==> config.mk <==
export PLATFORM = sky130hd
export DESIGN_NAME = socks5_client_handshake_top
export DESIGN_NICKNAME = d
export VERILOG_FILES = /design/src/hw/rtl/s5hs_pkg.sv /design/src/hw/rtl/s5hs_parser.sv /design/src/hw/rtl/s5hs_emitter.sv /design/src/hw/rtl/socks5_client_handshake_top.sv
export VERILOG_INCLUDE_DIRS = /design/src /design/src/hw/rtl
export SDC_FILE = /design/constraint.sdc
export NUM_CORES = 1
export LEC_CHECK = 0
export ABC_AREA = 1
export BUFFER_PORTS_ARGS = -buffer_cell sky130_fd_sc_hd__buf_2
export CAP_MARGIN = 20
export CORE_MARGIN = 2
export CORE_UTILIZATION = 45
export CTS_CLUSTER_SIZE = 20
export DETAILED_ROUTE_END_ITERATION = 12
export HOLD_SLACK_MARGIN = 0.05
export PLACE_DENSITY = 0.63
export SYNTH_ARGS = -nofsm -noshare
export SYNTH_HDL_FRONTEND = slang
export SYNTH_SLANG_ARGS = --single-unit
==> constraint.sdc <==
create_clock -name aclk -period 2.99 [get_ports aclk]
set_input_delay 0.4485 -clock aclk [delete_from_list [all_inputs] [get_ports aclk]]
set_output_delay 0.4485 -clock aclk [all_outputs]
set_load 0.01 [all_outputs]
==> src/hw/rtl/socks5_client_handshake_top_defines.svh <==
// Assertion macros shared by the SOCKS5 client handshake RTL.
`ifndef SOCKS5_CLIENT_HANDSHAKE_TOP_DEFINES_SVH
`define SOCKS5_CLIENT_HANDSHAKE_TOP_DEFINES_SVH

// Same-cycle implication, checked outside reset
`define S5HS_ASSERT_IMPLY(lbl, ante, cons, msg) \
    lbl: assert property (@(posedge aclk) disable iff (!aresetn) (ante) |-> (cons)) \
        else $error(msg);

// Next-cycle implication, checked outside reset
`define S5HS_ASSERT_NEXT(lbl, ante, cons, msg) \
    lbl: assert property (@(posedge aclk) disable iff (!aresetn) (ante) |=> (cons)) \
        else $error(msg);

`endif

==> src/hw/rtl/s5hs_pkg.sv <==
// Types and constants of the SOCKS5 client handshake.
package s5hs_pkg;

    typedef enum logic [2:0] {
        PH_IDLE      = 3'd0,
        PH_METHOD    = 3'd1,
        PH_REPLY     = 3'd2,
        PH_CONNECTED = 3'd3,
        PH_FAILED    = 3'd4
    } phase_t;

    // Kind of result burst handed from the parser to the emitter
    typedef enum logic [1:0] {
        BURST_GREET  = 2'd0,
        BURST_REQ    = 2'd1,
        BURST_STATUS = 2'd2,
        BURST_DATA   = 2'd3
    } burst_t;

    typedef struct packed {
        burst_t     burst;
        logic [7:0] data;
        logic [3:0] status;
    } desc_t;

    localparam logic [1:0] RK_TX     = 2'd0;
    localparam logic [1:0] RK_STATUS = 2'd1;
    localparam logic [1:0] RK_DATA   = 2'd2;

    localparam logic [3:0] ST_CONNECTED = 4'd0;
    localparam logic [3:0] ST_BAD_PROTO = 4'd1;
    localparam logic [3:0] ST_NO_AUTH   = 4'd2;
    localparam logic [3:0] ST_CODE_BASE = 4'd2;
    localparam logic [3:0] ST_UNKNOWN   = 4'd11;

    localparam logic [1:0] CFG_IPV6       = 2'd0;
    localparam logic [1:0] CFG_ADDR_UPPER = 2'd1;
    localparam logic [1:0] CFG_ADDR_LOWER = 2'd2;
    localparam logic [1:0] CFG_PORT       = 2'd3;

    localparam logic [7:0] SOCKS_VER    = 8'h05;
    localparam logic [7:0] CMD_CONNECT  = 8'h01;
    localparam logic [7:0] METHOD_NONE  = 8'h00;
    localparam logic [7:0] METHOD_NONE_OK = 8'hff;
    localparam logic [7:0] ATYP_IPV4    = 8'h01;
    localparam logic [7:0] ATYP_IPV6    = 8'h04;
    localparam logic [7:0] MAX_REPLY_CODE = 8'h08;

    localparam logic [4:0] LEN_REPLY_IPV4 = 5'd10;
    localparam logic [4:0] LEN_REPLY_IPV6 = 5'd22;
    localparam logic [4:0] LEN_REPLY_OTHER = 5'd6;
    localparam logic [4:0] REPLY_HDR_LEN  = 5'd4;

    localparam logic [4:0] LEN_GREET    = 5'd3;
    localparam logic [4:0] LEN_REQ_IPV4 = 5'd10;
    localparam logic [4:0] LEN_REQ_IPV6 = 5'd22;
    localparam logic [4:0] LEN_SINGLE   = 5'd1;

endpackage

==> src/hw/rtl/s5hs_parser.sv <==
// Handshake parser: protocol state and at most one burst descriptor per transfer.
`include "socks5_client_handshake_top_defines.svh"

module s5hs_parser (
    input  logic           aclk,
    input  logic           aresetn,
    input  logic           in_fire,
    input  logic           in_kind,
    input  logic [7:0]     in_byte,
    output logic           desc_valid,
    output s5hs_pkg::desc_t desc
);
    import s5hs_pkg::*;

    phase_t     phase_reg, phase_next;
    logic [4:0] count_reg, count_next;
    logic       vok_reg, vok_next;
    logic [7:0] code_reg, code_next;
    logic [4:0] rlen_reg, rlen_next;

    logic [4:0] count_inc;

    assign count_inc = count_reg + 5'd1;

    // Next protocol state and the burst this transfer causes
    always_comb begin
        phase_next  = phase_reg;
        count_next  = count_reg;
        vok_next    = vok_reg;
        code_next   = code_reg;
        rlen_next   = rlen_reg;
        desc_valid  = 1'b0;
        desc.burst  = BURST_STATUS;
        desc.data   = 8'd0;
        desc.status = ST_CONNECTED;
        if (in_fire) begin
            if (!in_kind) begin
                phase_next = PH_METHOD;
                count_next = 5'd0;
                vok_next   = 1'b0;
                code_next  = 8'd0;
                rlen_next  = 5'd0;
                desc_valid = 1'b1;
                desc.burst = BURST_GREET;
            end else begin
                case (phase_reg)
                    PH_METHOD: begin
                        if (count_reg == 5'd0) begin
                            vok_next   = (in_byte == SOCKS_VER);
                            count_next = 5'd1;
                        end else begin
                            desc_valid = 1'b1;
                            if (!vok_reg || (in_byte != METHOD_NONE)) begin
                                phase_next  = PH_FAILED;
                                desc.status = (vok_reg && in_byte == METHOD_NONE_OK) ?
                                              ST_NO_AUTH : ST_BAD_PROTO;
                            end else begin
                                phase_next = PH_REPLY;
                                count_next = 5'd0;
                                vok_next   = 1'b0;
                                rlen_next  = 5'd0;
                                desc.burst = BURST_REQ;
                            end
                        end
                    end
                    PH_REPLY: begin
                        if (count_reg == 5'd0) begin
                            vok_next = (in_byte == SOCKS_VER);
                        end else if (count_reg == 5'd1) begin
                            code_next = in_byte;
                        end else if (count_reg == 5'd3) begin
                            rlen_next = (in_byte == ATYP_IPV4) ? LEN_REPLY_IPV4 :
                                        (in_byte == ATYP_IPV6) ? LEN_REPLY_IPV6 :
                                        LEN_REPLY_OTHER;
                        end
                        count_next = count_inc;
                        // Check the reply once its last byte is in
                        if (count_inc >= REPLY_HDR_LEN && count_inc == rlen_next) begin
                            desc_valid = 1'b1;
                            phase_next = PH_FAILED;
                            if (!vok_next) begin
                                desc.status = ST_BAD_PROTO;
                            end else if (code_next != 8'd0) begin
                                desc.status = (code_next <= MAX_REPLY_CODE) ?
                                              (code_next[3:0] + ST_CODE_BASE) : ST_UNKNOWN;
                            end else if (rlen_next == LEN_REPLY_OTHER) begin
                                desc.status = ST_BAD_PROTO;
                            end else begin
                                phase_next  = PH_CONNECTED;
                                desc.status = ST_CONNECTED;
                            end
                        end
                    end
                    PH_CONNECTED: begin
                        desc_valid = 1'b1;
                        desc.burst = BURST_DATA;
                        desc.data  = in_byte;
                    end
                    default: begin
                        desc_valid = 1'b0;
                    end
                endcase
            end
        end
    end

    // Hold protocol state
    always_ff @(posedge aclk) begin
        if (!aresetn) begin
            phase_reg <= PH_IDLE;
            count_reg <= 5'd0;
            vok_reg   <= 1'b0;
            code_reg  <= 8'd0;
            rlen_reg  <= 5'd0;
        end else begin
            phase_reg <= phase_next;
            count_reg <= count_next;
            vok_reg   <= vok_next;
            code_reg  <= code_next;
            rlen_reg  <= rlen_next;
        end
    end

    `S5HS_ASSERT_IMPLY(a_failed_silent, in_fire && in_kind && phase_reg == PH_FAILED, !desc_valid, "byte after error produced a result")
    `S5HS_ASSERT_NEXT(a_start_method, in_fire && !in_kind, phase_reg == PH_METHOD && count_reg == 5'd0, "start did not restart the handshake")
    `S5HS_ASSERT_IMPLY(a_req_from_method, desc_valid && desc.burst == BURST_REQ, phase_reg == PH_METHOD, "request burst outside method phase")

endmodule

==> src/hw/rtl/s5hs_emitter.sv <==
// Burst emitter: walks one descriptor out as a run of result transfers.
`include "socks5_client_handshake_top_defines.svh"

module s5hs_emitter (
    input  logic            aclk,
    input  logic            aresetn,
    input  logic            desc_valid,
    input  s5hs_pkg::desc_t desc,
    output logic            take,
    input  logic            cfg_ipv6,
    input  logic [63:0]     cfg_upper,
    input  logic [63:0]     cfg_lower,
    input  logic [15:0]     cfg_port,
    output logic            m_tvalid,
    input  logic            m_tready,
    output logic [15:0]     m_tdata,
    output logic [1:0]      m_tuser,
    output logic            m_tlast
);
    import s5hs_pkg::*;

    logic       valid_reg, valid_next;
    desc_t      desc_reg, desc_next;
    logic [4:0] idx_reg, idx_next;

    logic [4:0] burst_len;
    logic       at_last;
    logic [7:0] req_byte;
    logic [7:0] out_byte;
    logic [3:0] out_status;
    logic [1:0] out_kind;
    logic [4:0] off_v6u, off_v6l, off_v4;
    logic [2:0] sel_u, sel_l;
    logic [1:0] sel_4;

    // Length of the current burst
    always_comb begin
        case (desc_reg.burst)
            BURST_GREET: burst_len = LEN_GREET;
            BURST_REQ:   burst_len = cfg_ipv6 ? LEN_REQ_IPV6 : LEN_REQ_IPV4;
            default:     burst_len = LEN_SINGLE;
        endcase
    end

    assign at_last = (idx_reg == burst_len - 5'd1);
    assign take    = !valid_reg || (m_tready && at_last);

    // Byte positions inside the address fields, most significant first
    assign off_v6u = idx_reg - 5'd4;
    assign off_v6l = idx_reg - 5'd12;
    assign off_v4  = idx_reg - 5'd4;
    assign sel_u   = 3'd7 - off_v6u[2:0];
    assign sel_l   = 3'd7 - off_v6l[2:0];
    assign sel_4   = 2'd3 - off_v4[1:0];

    // Select the CONNECT request byte at the current position
    always_comb begin
        req_byte = 8'd0;
        if (idx_reg == 5'd0) begin
            req_byte = SOCKS_VER;
        end else if (idx_reg == 5'd1) begin
            req_byte = CMD_CONNECT;
        end else if (idx_reg == 5'd2) begin
            req_byte = 8'd0;
        end else if (idx_reg == 5'd3) begin
            req_byte = cfg_ipv6 ? ATYP_IPV6 : ATYP_IPV4;
        end else if (idx_reg == burst_len - 5'd2) begin
            req_byte = cfg_port[15:8];
        end else if (idx_reg == burst_len - 5'd1) begin
            req_byte = cfg_port[7:0];
        end else if (cfg_ipv6) begin
            if (idx_reg < 5'd12) begin
                req_byte = cfg_upper[{sel_u, 3'b000} +: 8];
            end else begin
                req_byte = cfg_lower[{sel_l, 3'b000} +: 8];
            end
        end else begin
            req_byte = cfg_lower[{1'b0, sel_4, 3'b000} +: 8];
        end
    end

    // Result fields per burst kind
    always_comb begin
        out_kind   = RK_TX;
        out_byte   = 8'd0;
        out_status = ST_CONNECTED;
        case (desc_reg.burst)
            BURST_GREET: begin
                out_byte = (idx_reg == 5'd0) ? SOCKS_VER :
                           (idx_reg == 5'd1) ? CMD_CONNECT : METHOD_NONE;
            end
            BURST_REQ: begin
                out_byte = req_byte;
            end
            BURST_STATUS: begin
                out_kind   = RK_STATUS;
                out_status = desc_reg.status;
            end
            default: begin
                out_kind = RK_DATA;
                out_byte = desc_reg.data;
            end
        endcase
    end

    assign m_tvalid = valid_reg;
    assign m_tdata  = {4'd0, out_status, out_byte};
    assign m_tuser  = out_kind;
    assign m_tlast  = at_last;

    // Load a new burst or advance through the current one
    always_comb begin
        valid_next = valid_reg;
        desc_next  = desc_reg;
        idx_next   = idx_reg;
        if (take) begin
            valid_next = desc_valid;
            desc_next  = desc;
            idx_next   = 5'd0;
        end else if (m_tready) begin
            idx_next = idx_reg + 5'd1;
        end
    end

    always_ff @(posedge aclk) begin
        if (!aresetn) begin
            valid_reg <= 1'b0;
            idx_reg   <= 5'd0;
        end else begin
            valid_reg <= valid_next;
            idx_reg   <= idx_next;
        end
    end

    always_ff @(posedge aclk) begin
        desc_reg <= desc_next;
    end

    `S5HS_ASSERT_IMPLY(a_idx_in_burst, valid_reg, idx_reg < burst_len, "burst index past its length")
    `S5HS_ASSERT_NEXT(a_load_fresh, take && desc_valid, valid_reg && idx_reg == 5'd0, "burst not loaded at its start")
    `S5HS_ASSERT_IMPLY(a_status_zero_byte, valid_reg && out_kind == RK_STATUS, out_byte == 8'd0 && at_last, "status result carries a byte")

endmodule

==> src/hw/rtl/socks5_client_handshake_top.sv <==
// A result appears in the cycle after the input transfer that causes it.
// Throughput: one input transfer per cycle while results leave one per cycle; the
// greeting and the CONNECT request stall input until the single result port has
// walked each burst out.
// Reset: aresetn is synchronous, active low; it clears the protocol state,
// the pending burst and all configuration registers.
module socks5_client_handshake_top (
    input  logic        aclk,
    input  logic        aresetn,
    // Configuration write channel
    input  logic        cfg_valid,
    output logic        cfg_ready,
    input  logic [1:0]  cfg_index,
    input  logic [63:0] cfg_data,
    // Input stream
    input  logic        s_tvalid,
    output logic        s_tready,
    input  logic [7:0]  s_tdata,   // [7:0] rx_byte
    input  logic        s_tuser,   // [0] kind
    // Result stream
    output logic        m_tvalid,
    input  logic        m_tready,
    output logic [15:0] m_tdata,   // [7:0] out_byte, [11:8] status_code, [15:12] zero
    output logic [1:0]  m_tuser,   // [1:0] result_kind
    output logic        m_tlast    // last
);
    import s5hs_pkg::*;

    logic        ipv6_reg;
    logic [63:0] upper_reg;
    logic [63:0] lower_reg;
    logic [15:0] port_reg;

    logic  in_fire;
    logic  take;
    logic  desc_valid;
    desc_t desc;

    assign cfg_ready = 1'b1;
    assign s_tready  = take;
    assign in_fire   = s_tvalid && take;

    // Hold configuration registers
    always_ff @(posedge aclk) begin
        if (!aresetn) begin
            ipv6_reg  <= 1'b0;
            upper_reg <= 64'd0;
            lower_reg <= 64'd0;
            port_reg  <= 16'd0;
        end else if (cfg_valid) begin
            case (cfg_index)
                CFG_IPV6:       ipv6_reg  <= cfg_data[0];
                CFG_ADDR_UPPER: upper_reg <= cfg_data;
                CFG_ADDR_LOWER: lower_reg <= cfg_data;
                CFG_PORT:       port_reg  <= cfg_data[15:0];
                default:        ipv6_reg  <= ipv6_reg;
            endcase
        end
    end

    s5hs_parser u_parser (
        .aclk       (aclk),
        .aresetn    (aresetn),
        .in_fire    (in_fire),
        .in_kind    (s_tuser),
        .in_byte    (s_tdata),
        .desc_valid (desc_valid),
        .desc       (desc)
    );

    s5hs_emitter u_emitter (
        .aclk       (aclk),
        .aresetn    (aresetn),
        .desc_valid (desc_valid),
        .desc       (desc),
        .take       (take),
        .cfg_ipv6   (ipv6_reg),
        .cfg_upper  (upper_reg),
        .cfg_lower  (lower_reg),
        .cfg_port   (port_reg),
        .m_tvalid   (m_tvalid),
        .m_tready   (m_tready),
        .m_tdata    (m_tdata),
        .m_tuser    (m_tuser),
        .m_tlast    (m_tlast)
    );

endmodule

==> impl_metrics.json, run 1 <==
{
  "synth.top_cells.by_area": "dfxtp_1 (37%), nor2_1 (14%), nand2_1 (9.6%)",
  "drtPass1Iterations": 6,
  "hold_viol_final": 0,
  "diodes": 0,
  "syn_to_final_growth_pct": 14.7,
  "drc_errors": 0,
  "clk_latency_ns": 0.44,
  "grt_pass1_wl_um": 43400,
  "worstPathRequired_ns": 2.54,
  "timing.fmax_mhz": 346,
  "swShare_pct": 27.4,
  "place_inst": 1682,
  "syn-instance-count": 1379,
  "drv_cap": 0,
  "rows": 52,
  "nFillCells": 2056,
  "antenna_found_initial": 0,
  "post-route-period-util_pct": 96.7,
  "multi_input_comb_area_um2": 4750,
  "grt_pass1_vias": 8421,
  "port_buffers": 96,
  "drt-initial-drc-count": 692,
  "ant_nets": 0,
  "totalWireLength_um": 27100,
  "synth_edf_count": 14,
  "cts_max_path_buffers": 2,
  "fin_cells": 1719,
  "final-setup-viol-count": 0,
  "path_max_fanout": 14,
  "ys_warn_count": 0,
  "synth_cell_types": 43,
  "globalRoute.totalOverflow": 0,
  "pwr-share-clk_pct": 40.8,
  "num-nets-final": 1524,
  "dieHeight_um": 147,
  "root_buffer": "clkbuf_16",
  "hold_class": "in2reg",
  "cp_cell_sequence": "buf_6 -> nand2_1 -> nand2_4 -> clkinvlp_4 -> nand3_1 -> nand3_1 -> o21ai_0 -> a21oi_1 -> o211ai_1 -> nand2_1 -> buf_2",
  "cp-end-kind": "primary output",
  "skew_ns": 0.0130,
  "status": "finished clean",
  "fin_crit_ns": 2.89,
  "worst_slack_ns": 0.0994,
  "synth-seq-cells": 187,
  "clock_sinks": 187,
  "ys_seq_area_share_pct": 42.0,
  "drv_slew": 0,
  "htreeDepth": 4,
  "crit_arrival_ns": 2.44,
  "async_reset_ff_share_pct": 0,
  "worst_pin_slew_ns": 0.770,
  "num_vias": 9152,
  "ff_latch_area_um2": 3890,
  "dominantRegCellSynth": "dfxtp_1",
  "p_int_w": 0.00410,
  "cts_tree": "built",
  "ff2ff_setup_slack_ns": 0.57,
  "powerDensity_nw_per_um2": 532,
  "crit_type": "reg2out",
  "numCtsBuffers": 17,
  "grt_usage_pct": 24.9,
  "yosys.area.top_type": "dfxtp_1",
  "cp-start-kind": "flop",
  "start_util_pct": 45.7,
  "mappedNetlistArea_um2": 9250,
  "die_area_um2": 21700,
  "viasPerCell": 5.32,
  "synth_area_per_cell_um2": 6.71,
  "boundaryPins": 102,
  "slowest_stage": "dfxtp_2",
  "slew_headroom_pct": 48.6,
  "ir_worst_vdd_v": 0.000395,
  "dpl_worst_slack_ns": 0.379,
  "detailed_place_hpwl_um": 18200,
  "place_congestion": 0.877,
  "die_x_um": 147,
  "grt_max_degree": 69,
  "netSwitchingPower_w": 0.00155,
  "core_area_um2": 20200,
  "pwr-share-comb_pct": 11.2,
  "seqPwrFrac_pct": 48.0,
  "leakagePower_nw": 4.62,
  "slowest_delay_ns": 0.38,
  "path_clk_slew_ns": 0.07,
  "netlist.area_leader.share_pct": 37.4,
  "drive_gt1_share_pct": 14.0,
  "post_drt_wl_per_cell_um": 15.8
}
worst paths after layout:
check,from,cells past startpoint,end
setup / recovery,u_emitter.idx_reg[2]$_SDFFE_PP0P_,11,m_tdata[3]
hold / removal,cfg_data[57],3,upper_reg[57]$_SDFFE_PN0P_
setup reg to reg,u_parser.count_reg[0]$_SDFFE_PN0P_,13,u_emitter.desc_reg[1]$_SDFFCE_PN0N_
hold reg to reg,port_reg[6]$_SDFFE_PN0P_,2,port_reg[6]$_SDFFE_PN0P_
synth_stat cells, types with 9 or more instances:
library cell and n:
xor2_1 9, nand3_1 85, a21oi_1 72, inv_2 15, o21ai_0 172, inv_1 73
nand4_1 11, clkbuf_1 56, buf_2 13, edfxtp_1 14, nand2_1 237, dfxtp_1 173
nor2_1 342, o21ai_1 18
cell usage in the layout, fill, tap and decap left out, types with 5 or more instances in the layout:
cell	Yosys	routed
a21oi_1	72	72
inv_2	15	16
buf_2	13	95
buf_4	5	16
a22oi_1	8	8
xor2_1	9	9
o31ai_1	7	6
nor2_1	342	341
ha_1	8	8
nand3_1	85	84
inv_1	73	71
dfxtp_1	173	171
nor2_2	5	5
clkbuf_16	0	17
o211ai_1	8	8
nand4_1	11	11
nand2_2	4	5
nor4_1	5	5
edfxtp_1	14	14
o21ai_0	172	171
o21ai_1	18	16
nand2_1	237	235
conb_1	2	5
metrics by stage:
| stage | area, um^2 | util [%] | hold WS, ns | power, W | TNS [ns] |
|---|---|---|---|---|---|
| after floorplan | 9270 | - | 0.421 | 0.00315 | 0 |
| after global placement | 9930 | 49.1 | 0.436 | 0.00338 | 0 |
| after detailed placement | 9930 | 49.1 | 0.440 | 0.00339 | 0 |
| after CTS | 10500 | 52.0 | 0.244 | 0.00567 | 0 |
| after global routing | 10600 | 52.4 | 0.242 | 0.00589 | -0.00668 |
| final | 10600 | 52.4 | 0.249 | 0.00565 | 0 |
final cells by class:
cell class / instances / area share [%]
clock buffer: 17 / 4.01
clock inverter: 15 / 1.56
inverter: 92 / 3.29
multi-input combinational: 1021 / 44.8
sequential: 187 / 36.6
tap: 270 / 3.18
timing repair buffer: 117 / 6.58
per-layer routing:
metal	GRT usage [%]	wire, um	vias up
met2	39.7	12600	274
met3	4.44	1340	54
met1	34.1	12300	4243
li1	-	-	4581
met4	9.04	822	0
met5	0	0	-
worst max-delay path: cells and delay by family (launching register included):
family          cells  cell delay, ns
simple gates        5            0.64
compound gates      3            0.51
buf+inv             3            0.50
flops               1            0.38
power groups by stage:
stage | clock network, W | logic [W] | registers (W)
finish | 0.00231 | 0.000635 | 0.00271
global route | 0.00246 | 0.000711 | 0.00272
CTS | 0.00233 | 0.000630 | 0.00271
detailed placement | 0 | 0.000626 | 0.00276
global placement | 0 | 0.000621 | 0.00276
floorplan | 0 | 0.000411 | 0.00274
timing repair:
| item | 4_1_cts | 5_1_grt |
|---|---|---|
| buffers inserted | 0 | 5 |
| pin swaps | 0 | 3 |
| resized for setup | 3 | 12 |
| hold buffers | 0 | 0 |
| setup endpoints to repair | 7 | 8 |
kinds of logic after synthesis:
kind of cell	after synthesis	synth area share [%]
compound gates	291	16.6
fa+ha+maj	8	1.08
xor+xnor	9	0.852
flops	187	42.0
other cells	2	0.0812
simple gates	708	32.0
buf+inv	174	7.44
Power figures use the tool's default switching activity.
==> run 2, diff against run 1 <==
--- a/config.mk
+++ b/config.mk
@@ -13,6 +13,7 @@
 export CORE_UTILIZATION = 45
 export CTS_CLUSTER_SIZE = 20
 export DETAILED_ROUTE_END_ITERATION = 12
+export GPL_TIMING_DRIVEN = 0
 export HOLD_SLACK_MARGIN = 0.05
 export PLACE_DENSITY = 0.63
 export SYNTH_ARGS = -nofsm -noshare
==> run 2 against run 1 <==
Against the previous run: first-iteration DRC count increased by 0.87%; wire length increased by 7.7%; power increased by 1.2%; critical path type unchanged; critical endpoint is now m_tdata[1]; largest power group unchanged; highest routed layer unchanged.
==> impl_metrics.json, run 2 (synthesis results as in run 1) <==
{
  "status": "finished clean",
  "ir_worst_vdd_v": 0.000334,
  "timing.fmax_mhz": 344,
  "dieHeight_um": 147,
  "post-route-period-util_pct": 97.2,
  "globalRoute.totalOverflow": 0,
  "r2r-end": "u_emitter.desc_reg[11]$_SDFFCE_PN0N_",
  "worstPathRequired_ns": 2.54,
  "seqPwrFrac_pct": 47.4,
  "grt_pass1_wl_um": 45300,
  "root_buffer": "clkbuf_16",
  "dpl_worst_slack_ns": -0.00559,
  "drtPass1Iterations": 6,
  "powerDensity_nw_per_um2": 524,
  "utilization_pct": 53.9,
  "ant_nets": 0,
  "nFillCells": 2072,
  "layout_commonest_cell": "nor2_1",
  "viasPerCell": 5.37,
  "min_to": "upper_reg[45]$_SDFFE_PN0P_",
  "pwr-share-clk_pct": 40.8,
  "cp-end-kind": "primary output",
  "swShare_pct": 27.6,
  "rows": 52,
  "path_clk_slew_ns": 0.07,
  "timing.rr.start": "u_emitter.desc_reg[13]$_SDFFCE_PN1N_",
  "totalWireLength_um": 29200,
  "cts_max_path_buffers": 2,
  "netSwitchingPower_w": 0.00158,
  "path_max_fanout": 10,
  "htreeDepth": 4,
  "numCtsBuffers": 17,
  "leakagePower_nw": 4.74,
  "hold_viol_final": 0,
  "slew_headroom_pct": 51.2,
  "start_util_pct": 45.7,
  "clock_sinks": 187,
  "worst_slack_ns": 0.0842,
  "diodes": 0,
  "reg2regPathDepth": 11,
  "grt_usage_pct": 26.6,
  "layout_common_cells": "nor2_1 (340), nand2_1 (236), dfxtp_1 (171), o21ai_0 (168), buf_2 (104)",
  "core_area_um2": 20200,
  "post_drt_wl_per_cell_um": 16.3,
  "fin_setup_tns_ns": 0,
  "cp-start-kind": "flop",
  "detailed_place_hpwl_um": 21600,
  "num-nets-final": 1589,
  "syn_to_final_growth_pct": 17.8,
  "drive_gt1_share_pct": 14.9,
  "crit_type": "reg2out",
  "min_path_cells": 3,
  "fin_cells": 1784,
  "final-setup-viol-count": 0,
  "port_buffers": 94,
  "hold_start": "cfg_data[45]",
  "power_w": 0.00572,
  "worst_pin_slew_ns": 0.732,
  "grt_max_degree": 18,
  "cts_tree": "built",
  "hold_class": "in2reg",
  "pwr-share-comb_pct": 11.8,
  "place_inst": 1746,
  "skew_ns": 0.0144,
  "grt_pass1_vias": 8769,
  "die_x_um": 147,
  "crit_arrival_ns": 2.46,
  "place_congestion": 0.926,
  "ff2ff_setup_slack_ns": 0.44,
  "drv_slew": 0,
  "die_area_um2": 21700,
  "num_vias": 9584,
  "antenna_found_initial": 0,
  "p_int_w": 0.00414,
  "drv_cap": 0,
  "drt-initial-drc-count": 698,
  "drc_errors": 0,
  "boundaryPins": 102,
  "fin_crit_ns": 2.91,
  "clk_latency_ns": 0.44,
  "hold_buffers": 0
}
## run 2: changes by cell type in the layout (fill, tap and decap cells not counted), sizes merged
cell	delta
clkbuf	+58
buf	+8
clkinv	-2
clkinvlp	+2
inv	-1
## run 2: per-layer routing
metal / global-route usage, % / up-vias / wire, um
li1: - / 4725 / -
met1: 35.6 / 4448 / 13200
met2: 41.8 / 340 / 13300
met3: 5.25 / 71 / 1690
met4: 11.4 / 0 / 988
met5: 0 / - / 0
## run 2: per-stage QoR
step	hold slack [ns]	area [um^2]
floorplan	0.421	9270
global placement	0.438	10100
detailed placement	0.440	10100
CTS	0.238	10700
global route	0.253	10900
finish	0.245	10900
## run 2: layout make-up
type | instances | area [um^2] | share of cell area (%)
plain buffers | 82 | 425 | 3.90
flip-flops and latches | 187 | 3890 | 35.7
well taps | 270 | 338 | 3.10
multi-input cells | 1021 | 4780 | 43.8
inverters | 92 | 349 | 3.20
clock inverters | 14 | 161 | 1.48
repair buffers | 100 | 519 | 4.76
clock buffers | 18 | 439 | 4.03
## run 2: what timing repair did
item	CTS	global route
pin swaps	1	8
endpoints found under the setup margin	8	8
gates resized for setup	27	51
buffers inserted	2	4
## run 2: critical path: stages (launching register included)
cell and delay [ns]:
dfxtp_4 0.39, buf_2 0.22, buf_2 0.26, nor2_1 0.10, o31ai_1 0.44, o21ai_1 0.12
a21oi_1 0.16, o211ai_1 0.13, nand2_1 0.08, buf_2 0.12
## run 2: worst max path at each step
stage / startpoint / end / slack [ns]
CTS: u_emitter.idx_reg[0]$_SDFFE_PP0P_ / m_tdata[7] / 0.000009
global placement: u_emitter.idx_reg[0]$_SDFFE_PP0P_ / m_tdata[4] / -0.05
floorplan: u_emitter.idx_reg[0]$_SDFFE_PP0P_ / m_tdata[4] / 0.65
global route: u_emitter.desc_reg[13]$_SDFFCE_PN1N_ / m_tdata[1] / -0.06
finish: u_emitter.idx_reg[0]$_SDFFE_PP0P_ / m_tdata[1] / 0.08
detailed placement: u_emitter.idx_reg[0]$_SDFFE_PP0P_ / m_tdata[4] / -0.006
## run 2: power groups by stage
stage          combinational [W]  sequential [W]  clock, W
2_1_floorplan           0.000411         0.00274         0
3_3_place_gp            0.000634         0.00277         0
5_1_grt                 0.000750         0.00272   0.00247
6_report                0.000673         0.00271   0.00233
4_1_cts                 0.000655         0.00271   0.00236
3_5_place_dp            0.000641         0.00277         0
